[config.mk]
export PLATFORM = sky130hd
export DESIGN_NAME = dedup_budgeted_work_queue_unit_flat
export DESIGN_NICKNAME = d
export VERILOG_FILES = /design/src/sv/dbwq_pkg.sv /design/src/sv/dbwq_req_if.sv /design/src/sv/dbwq_res_if.sv /design/src/sv/dedup_budgeted_work_queue_unit.sv /design/src/sv/dbwq_ram.sv /design/src/flat_wrapper.sv
export SDC_FILE = /design/constraint.sdc
export NUM_CORES = 2
export LEC_CHECK = 0
export ABC_CLOCK_PERIOD_IN_PS = 12200
export BUFFER_PORTS_ARGS = -buffer_cell sky130_fd_sc_hd__clkbuf_2
export CAP_MARGIN = 20
export CORE_MARGIN = 10
export CORE_UTILIZATION = 40
export DETAILED_ROUTE_END_ITERATION = 10
export PLACE_DENSITY = 0.6
export SLEW_MARGIN = 15
export SYNTH_ARGS = -nofsm -noshare
export SYNTH_HDL_FRONTEND = slang
export SYNTH_HIERARCHICAL = 1
export SYNTH_SLANG_ARGS = --single-unit
export TNS_END_PERCENT = 5
[constraint.sdc]
create_clock -name clk -period 12.2 [get_ports clk]
set_input_delay 3.66 -clock clk [delete_from_list [all_inputs] [get_ports clk]]
set_output_delay 3.66 -clock clk [all_outputs]
set_load 0.02 [all_outputs]
[src/sv/dbwq_pkg.sv]
`timescale 1ns / 1ps

package dbwq_pkg;

  localparam int NUM_ENTRIES_DEF = 256;
  localparam int MARK_COUNT      = 256;
  localparam int IDX_W           = 8;
  localparam int FRAME_W         = 32;
  localparam int BUDGET_W        = 6;

  localparam logic [BUDGET_W-1:0] BUDGET_RESET = BUDGET_W'(3);

  localparam logic REQ_ENQ   = 1'b0;
  localparam logic REQ_DRAIN = 1'b1;

  typedef enum logic [1:0] {
    ST_IDLE,
    ST_ENQ,
    ST_RD,
    ST_POP
  } state_t;

endpackage

[src/sv/dbwq_req_if.sv]
`timescale 1ns / 1ps

interface dbwq_req_if import dbwq_pkg::*; ();
  logic               valid;
  logic               ready;
  logic               req_type;
  logic [IDX_W-1:0]   entry_index;
  logic [FRAME_W-1:0] current_frame;

  modport source (output valid, output req_type, output entry_index,
                  output current_frame, input ready);
  modport sink (input valid, input req_type, input entry_index,
                input current_frame, output ready);
endinterface

[src/sv/dbwq_res_if.sv]
`timescale 1ns / 1ps

interface dbwq_res_if import dbwq_pkg::*; ();
  logic             valid;
  logic             ready;
  logic [IDX_W-1:0] drained_index;
  logic             last_of_run;

  modport source (output valid, output drained_index, output last_of_run, input ready);
  modport sink (input valid, input drained_index, input last_of_run, output ready);
endinterface

[src/sv/dedup_budgeted_work_queue_unit.sv]
`timescale 1ns / 1ps

// Deduplicating work queue with a per-frame drain budget. One request is in
// flight at a time: an enqueue does a pending-mark memory read, then the check
// and the writes; a drain request that is blocked or finds the queue empty is
// done on acceptance; and a drain pass does, for each emitted word, a queue
// memory read of the head slot, then pop, mark clear and output load, with the
// pop waiting while the output register stays full. A result word waits in the
// output register, and new requests are taken while it waits. Budget writes of
// zero are ignored.
module dedup_budgeted_work_queue_unit import dbwq_pkg::*; #(
  parameter int NUM_ENTRIES = NUM_ENTRIES_DEF
) (
  input  logic                clk,
  input  logic                rst,
  input  logic                cfg_wr_en,
  input  logic [BUDGET_W-1:0] cfg_wr_data,
  dbwq_req_if.sink            req,
  dbwq_res_if.source          res
);

  localparam int PTR_W = $clog2(NUM_ENTRIES);
  localparam int CNT_W = $clog2(NUM_ENTRIES + 1);
  localparam int SUM_W = PTR_W + 1;
  localparam int MARK_W = $clog2(MARK_COUNT);

  state_t state, state_next;

  logic [PTR_W-1:0]    head;
  logic [CNT_W-1:0]    count;
  logic [FRAME_W-1:0]  enq_frame;
  logic                enq_frame_vld;
  logic [FRAME_W-1:0]  proc_frame;
  logic                proc_frame_vld;
  logic [BUDGET_W-1:0] budget;
  logic [BUDGET_W-1:0] emitted;
  logic [IDX_W-1:0]    idx_reg;
  logic [FRAME_W-1:0]  frame_reg;
  logic [MARK_COUNT-1:0] mark_vld;

  logic                req_acc;
  logic                drain_ok;
  logic                slot_free;
  logic                is_marked;
  logic                full;
  logic                enq_fire;
  logic                pop_fire;
  logic                pop_last;
  logic                mark_re;
  logic                fifo_re;
  logic                mark_we;
  logic [MARK_W-1:0]   mark_waddr;
  logic [0:0]          mark_q;
  logic [IDX_W-1:0]    fifo_q;
  logic [SUM_W-1:0]    tail_sum;
  logic [PTR_W-1:0]    tail;
  logic [PTR_W-1:0]    head_inc;
  logic [BUDGET_W-1:0] emitted_inc;

  assign req.ready = (state == ST_IDLE);
  assign req_acc   = req.valid && req.ready;

  assign drain_ok = (count != '0)
                    && !(proc_frame_vld && proc_frame == req.current_frame)
                    && !(enq_frame_vld && enq_frame == req.current_frame);

  // next state
  always_comb begin
    state_next = state;
    case (state)
      ST_IDLE: begin
        if (req_acc) begin
          if (req.req_type == REQ_ENQ) begin
            state_next = ST_ENQ;
          end else if (drain_ok) begin
            state_next = ST_RD;
          end
        end
      end
      ST_ENQ: state_next = ST_IDLE;
      ST_RD:  state_next = ST_POP;
      ST_POP: begin
        if (slot_free) begin
          state_next = pop_last ? ST_IDLE : ST_RD;
        end
      end
      default: state_next = ST_IDLE;
    endcase
  end

  // datapath control
  always_comb begin
    slot_free   = !res.valid || res.ready;
    mark_re     = req_acc && (req.req_type == REQ_ENQ);
    fifo_re     = (state == ST_RD);
    is_marked   = mark_q[0] && mark_vld[idx_reg];
    full        = (count == CNT_W'(NUM_ENTRIES));
    enq_fire    = (state == ST_ENQ) && !is_marked && !full;
    pop_fire    = (state == ST_POP) && slot_free;
    emitted_inc = emitted + BUDGET_W'(1);
    pop_last    = (emitted_inc == budget) || (count == CNT_W'(1));
    mark_we     = enq_fire || pop_fire;
    mark_waddr  = enq_fire ? idx_reg : fifo_q;
    tail_sum    = SUM_W'(head) + SUM_W'(count);
    tail        = (tail_sum >= SUM_W'(NUM_ENTRIES))
                  ? PTR_W'(tail_sum - SUM_W'(NUM_ENTRIES)) : PTR_W'(tail_sum);
    head_inc    = (head == PTR_W'(NUM_ENTRIES - 1)) ? '0 : head + PTR_W'(1);
  end

  dbwq_ram #(
    .WIDTH (1),
    .DEPTH (MARK_COUNT)
  ) u_mark_ram (
    .clk   (clk),
    .we    (mark_we),
    .waddr (mark_waddr),
    .wdata (enq_fire),
    .re    (mark_re),
    .raddr (req.entry_index),
    .rdata (mark_q)
  );

  dbwq_ram #(
    .WIDTH (IDX_W),
    .DEPTH (NUM_ENTRIES)
  ) u_fifo_ram (
    .clk   (clk),
    .we    (enq_fire),
    .waddr (tail),
    .wdata (idx_reg),
    .re    (fifo_re),
    .raddr (head),
    .rdata (fifo_q)
  );

  always_ff @(posedge clk) begin
    if (rst) begin
      state          <= ST_IDLE;
      head           <= '0;
      count          <= '0;
      enq_frame_vld  <= 1'b0;
      proc_frame_vld <= 1'b0;
      budget         <= BUDGET_RESET;
      emitted        <= '0;
      mark_vld       <= '0;
      res.valid      <= 1'b0;
    end else begin
      state <= state_next;
      if (cfg_wr_en && cfg_wr_data != '0) begin
        budget <= cfg_wr_data;
      end
      if (req_acc && req.req_type == REQ_DRAIN) begin
        proc_frame_vld <= 1'b1;
        emitted        <= '0;
      end
      if (enq_fire) begin
        mark_vld[idx_reg] <= 1'b1;
        count             <= count + CNT_W'(1);
        enq_frame_vld     <= 1'b1;
      end
      if (pop_fire) begin
        // queue emptied: restart at slot zero
        head      <= (count == CNT_W'(1)) ? '0 : head_inc;
        count     <= count - CNT_W'(1);
        emitted   <= emitted_inc;
        res.valid <= 1'b1;
      end else if (res.ready) begin
        res.valid <= 1'b0;
      end
    end
  end

  // payload registers
  always_ff @(posedge clk) begin
    if (req_acc) begin
      idx_reg   <= req.entry_index;
      frame_reg <= req.current_frame;
      if (req.req_type == REQ_DRAIN) begin
        proc_frame <= req.current_frame;
      end
    end
    if (enq_fire) begin
      enq_frame <= frame_reg;
    end
    if (pop_fire) begin
      res.drained_index <= fifo_q;
      res.last_of_run   <= pop_last;
    end
  end

endmodule

[src/sv/dbwq_ram.sv]
`timescale 1ns / 1ps

module dbwq_ram #(
  parameter int WIDTH = 8,
  parameter int DEPTH = 256
) (
  input  logic                     clk,
  input  logic                     we,
  input  logic [$clog2(DEPTH)-1:0] waddr,
  input  logic [WIDTH-1:0]         wdata,
  input  logic                     re,
  input  logic [$clog2(DEPTH)-1:0] raddr,
  output logic [WIDTH-1:0]         rdata
);

  logic [WIDTH-1:0] mem [DEPTH];

  always_ff @(posedge clk) begin
    if (we) begin
      mem[waddr] <= wdata;
    end
    if (re) begin
      rdata <= mem[raddr];
    end
  end

endmodule

[src/flat_wrapper.sv]
// flat-port wrapper written by rule: the top's interface ports become plain ports
module dedup_budgeted_work_queue_unit_flat import dbwq_pkg::*;
#(
  parameter int NUM_ENTRIES = NUM_ENTRIES_DEF
)
  (clk, rst, cfg_wr_en, cfg_wr_data, req_valid, req_req_type, req_entry_index, req_current_frame, req_ready, res_valid, res_drained_index, res_last_of_run, res_ready);
  dbwq_req_if req_i ();
  dbwq_res_if res_i ();
  input  logic clk;
  input  logic rst;
  input  logic cfg_wr_en;
  input  logic [BUDGET_W-1:0] cfg_wr_data;
  input wire logic [$bits(req_i.valid)-1:0] req_valid;
  input wire logic [$bits(req_i.req_type)-1:0] req_req_type;
  input wire logic [$bits(req_i.entry_index)-1:0] req_entry_index;
  input wire logic [$bits(req_i.current_frame)-1:0] req_current_frame;
  output wire logic [$bits(req_i.ready)-1:0] req_ready;
  output wire logic [$bits(res_i.valid)-1:0] res_valid;
  output wire logic [$bits(res_i.drained_index)-1:0] res_drained_index;
  output wire logic [$bits(res_i.last_of_run)-1:0] res_last_of_run;
  input wire logic [$bits(res_i.ready)-1:0] res_ready;
  assign req_i.valid = req_valid;
  assign req_i.req_type = req_req_type;
  assign req_i.entry_index = req_entry_index;
  assign req_i.current_frame = req_current_frame;
  assign req_ready = req_i.ready;
  assign res_valid = res_i.valid;
  assign res_drained_index = res_i.drained_index;
  assign res_last_of_run = res_i.last_of_run;
  assign res_i.ready = res_ready;
  dedup_budgeted_work_queue_unit #(.NUM_ENTRIES(NUM_ENTRIES)) u_core (.clk(clk), .rst(rst), .cfg_wr_en(cfg_wr_en), .cfg_wr_data(cfg_wr_data), .req(req_i), .res(res_i));
endmodule
==> metrics.md <==
| Metric | Value |
|---|---|
| First-pass GRT wire length | between 400000 and 500000 µm |
| Max reg flops | roughly 2000 |
| R2R setup slack | 5020 ps |
| Synth Area in Compound Gates | approximately 5.6% |
| Top flop regs | u_core/u_fifo_ram/mem: 2048 flops, u_core/mark_vld: 256 flops, u_core/u_mark_ram/mem: 256 flops |
| Reg-to-Reg End | u_core/u_fifo_ram/mem[95][1]$_DFFE_PP_ |
| Hold EP | u_core/enq_frame[10]$_DFFE_PP_ |
| Clock sinks | 2716 |
| Status | completed |
| CTS Buffer Depth | 4 |
| Placer Congestion | 0.825 |
| DRC Markers | 0 |
| Die Ht | 541 µm |
| Layout cells sized above 1 | a little under a fifth |
| Wire length on met1 | 116000 µm |
| Syn Inst Count | 6156 |
| TNS Setup | 0 ps |
| Crit path required time | roughly 13000 ps |
| CP max stage delay | 980 ps |
| Largest net degree at the start of global routing | approximately 260 |
| Top post-synthesis cells by area | edfxtp_1, mux4_2, dfxtp_1, nor2_1, a22o_1 |
| Synth cell types | 85 |
| PnR Total Power | 19.5 mW |
| Hold Path Depth | 0 |
| Initial antenna violation count | 13 |
| Skew final | 103 ps |
| Iter 0 DRT Violations | 6237 |
| Synth Register Bits | 2716 |
| Most frequent CP cell | mux4_2 |
| Cts repair resizes | 0 |
| Cts hold-fix bufs | 0 |
| CP Capture Type | flip-flop |
| Vias in the first global route | 58900 |
| Clock Latency Late Sink | 950 ps |
| Pleak | 36.6 nW |
| H-tree depth | 5 |
| Fillers | 23000 |
| Slew at the pin closest to its max-slew limit | about 1200 ps |
| Xor/xnor share of the synthesized area | 0.645% |
| Slew HR | 21.7% |
| Async set or reset register ratio after synthesis | 0% |
| Arrival time at the worst endpoint | 7720 ps |
| IO Pins | 63 |
| Nets | 6287 |
| Fin crit share | 58.8% |
| Worst-path clk slew | about 60 ps |
| DR vias/cell | 5.87 |
| Final Non-Filler Cells | 9989 |
| Final hold vios | 0 |
| Worst R2R Path Depth | 11 |
| Starting density of the core | 40.2% |
| Number of synthesized flops with an enable pin | 2426 |
| Final setup violation count | 0 |
| Highest metal used | met5 |
| Worst vdd ir | between 150 and 200 µV |
| Post-route minimum period | 7180 ps |
| CP max FO | 258 |
| Worst-path cell chain | buf_12 > mux4_2 > mux4_2 > mux2_2 > a221oi_2 > o31a_1 > nor3_4 > inv_16 > buf_4 > nand2_2 > nor2_1 |
| Cells after DPL | 9488 |
| Ys flop type | edfxtp_1 |
| Detailed-route wire length | 278000 µm |
| Routed Antenna Nets | 0 |
| Crit-path slowest cell | edfxtp_1 |
| Core ar. | 0.271 mm² |
| Post-synthesis adder-cell area fraction | less than 1% |
| Post-CTS Setup Inserts | 0 |
| Achievable Freq | between 100 and 150 MHz |
| Setup repair after global routing missed its margin | false |
| Crit path depth | 11 |
| Area grow syn2layout | 11.4% |
| # Max-Cap Violations | 0 |
| R2r startpoint | u_core/idx_reg[1]$_DFFE_PP_ |
| WL/cell | 27.9 µm |
| Syn avg cell area | 17.7 µm² |
| Critical path startpoint category | flip-flop |
| Largest family of logic cells by synthesized area | multiplexers |
| TritonRoute pass-1 iters | 6 |
| Register area share after synthesis | between 70% and 80% |
| Met2 WL post-DR | 131000 µm |
| Row cnt | about 190 |
| GRT Total Usage | 18.5% |
| Top-area cell type share of the netlist area | 67.0% |
| Mux cell area share after synthesis | a little over an eighth |
| CTS tree | built |
| Num CTS Buffers | 297 |
| PwrDens | 161 mW/mm² |
| Setup Crit Path Kind | reg -> reg |
| Met3 routed WL | ~24000 µm |
| Root buf cell | clkbuf_16 |
| Input/output buffers | 62 |
| Worst Hold Launch | u_core/frame_reg[10]$_DFFE_PP_ |
| Top cell type by total area after synthesis | edfxtp_1 |
| Synth Area in Simple Gates | 5.22% |
| Crit path max-delay family | buffers and inverters |
| Synth Cell Area | 0.109 mm² |
| Synth warn | 6 |
| Hold WC Path Type | reg -> reg |
| Die footprint | around 0.29 mm² |
| Congestion Overflow GR | 0 |
| Syn Nets | 6222 |
| Final Max Tran Viols | 0 |
| Horiz. Die Dim | between 500 and 600 µm |
| Most flops, register | u_core/u_fifo_ram/mem |
| Critical path buffers and inverters | 3 |
| DP Wirelength | 167000 µm |
| Via count | between 50000 and 60000 |
==> stage by stage <==
step | setup slack (ps) | instance area (µm²) | hold slack, ps | util (%)
2_1_floorplan | 3380 | 109000 | 400 | -
3_3_place_gp | 4870 | 112000 | 400 | 41.4
3_5_place_dp | 4810 | 112000 | 405 | 41.4
4_1_cts | 4840 | 121000 | 416 | 44.7
5_1_grt | 4570 | 121000 | 420 | 44.7
6_report | 5020 | 121000 | 416 | 44.7
==> where the power goes <==
group          total, mW  internal, mW  leakage (nW)  switching [mW]
Clock               8.31          4.83          4.32            3.47
Sequential          10.3          10.3          24.2          0.0282
Combinational      0.836         0.176          8.09           0.659
==> cells in the final DEF, fill, tap and decap left out, types with 10 or more instances in the layout <==
cell | netlist | routed
a211oi_1 | 18 | 18
a21oi_1 | 126 | 126
a221oi_1 | 14 | 14
a22o_1 | 260 | 260
a22oi_1 | 155 | 155
a31oi_1 | 10 | 10
and2_1 | 10 | 10
and3_1 | 11 | 11
buf_4 | 40 | 117
bufinv_16 | 0 | 14
clkbuf_1 | 229 | 75
clkbuf_16 | 0 | 302
clkbuf_2 | 0 | 63
clkinv_1 | 1 | 46
clkinv_2 | 0 | 40
dfxtp_1 | 290 | 284
edfxtp_1 | 2426 | 2426
ha_1 | 13 | 13
inv_1 | 27 | 26
mux2_2 | 16 | 16
mux2i_1 | 200 | 200
mux4_2 | 556 | 556
nand2_1 | 165 | 162
nand2b_1 | 17 | 16
nand3_1 | 57 | 53
nand4_1 | 26 | 26
nor2_1 | 843 | 840
nor2b_1 | 54 | 51
nor3_1 | 42 | 41
nor4_1 | 45 | 39
o211ai_1 | 18 | 18
o21ai_0 | 20 | 20
o221ai_1 | 46 | 46
o22ai_1 | 52 | 52
o31ai_1 | 10 | 10
o32ai_1 | 14 | 14
xnor2_1 | 41 | 39
xor2_1 | 39 | 39
==> cells in the mapped netlist, drive strengths merged, types with 8 or more instances <==
master	count
mux4	558
nor2	843
nand3	57
nor2b	54
o21ai	22
a211oi	18
o211ai	18
a21oi	126
nand2b	17
a2111oi	8
inv	28
clkbuf	229
a221oi	16
nor4	48
a22oi	155
xor2	39
o32ai	15
o31ai	10
ha	13
mux2i	200
mux2	24
a22o	260
and2	10
buf	195
nand2	165
and3	11
nand4	26
xnor2	41
edfxtp	2426
a31oi	10
nor3	43
o221ai	47
nor3b	8
o22ai	52
dfxtp	290
==> worst register-to-register path, cell delays in order (launching register included) <==
cell      delay [ps]
edfxtp_1         980
buf_12           520
mux4_2           500
mux4_2           510
mux2_2           300
a221oi_2         370
o31a_1           480
nor3_4           160
inv_16           630
buf_4            820
nand2_2          730
nor2_1           850
==> metal layers <==
layer / up-vias / track usage, %
met4: 10 / 5.07
met1: 30900 / 26.0
met5: - / 0
met3: 456 / 4.10
met2: 2575 / 29.3
li1: 24800 / -
==> final cells by class <==
class	count	area (µm²)	share of cell area, %
Sequential cell	2716	78700	65.0
Multi-Input combinational cell	2987	27600	22.8
Clock buffer	381	7890	6.51
Tap cell	3570	4470	3.69
Timing Repair Buffer	190	1410	1.16
Clock inverter	115	948	0.783
Inverter	29	133	0.109
Antenna cell	1	2.50	0.00207
==> worst max-delay path by stage <==
stage	startpoint	endpoint	slack (ps)
after floorplan	u_core/idx_reg[0]$_DFFE_PP_	u_core/u_fifo_ram/mem[234][0]$_DFFE_PP_	3380
after global placement	u_core/idx_reg[1]$_DFFE_PP_	u_core/u_fifo_ram/mem[113][6]$_DFFE_PP_	4870
after detailed placement	u_core/idx_reg[1]$_DFFE_PP_	u_core/u_fifo_ram/mem[223][2]$_DFFE_PP_	4810
after CTS	u_core/idx_reg[1]$_DFFE_PP_	u_core/u_fifo_ram/mem[223][3]$_DFFE_PP_	4840
after global routing	u_core/idx_reg[1]$_DFFE_PP_	u_core/u_fifo_ram/mem[255][7]$_DFFE_PP_	4570
final	u_core/idx_reg[1]$_DFFE_PP_	u_core/u_fifo_ram/mem[95][1]$_DFFE_PP_	5020
==> cell families after synthesis <==
logic type | after synthesis
buffers and inverters | 453
adders and majority gates | 14
muxes | 782
and+or+nand+nor | 1316
DFF | 2716
AOI/OAI and AO/OA | 795
xor gates and xnor gates | 80
Note: power is estimated with default switching activity, not from simulation.
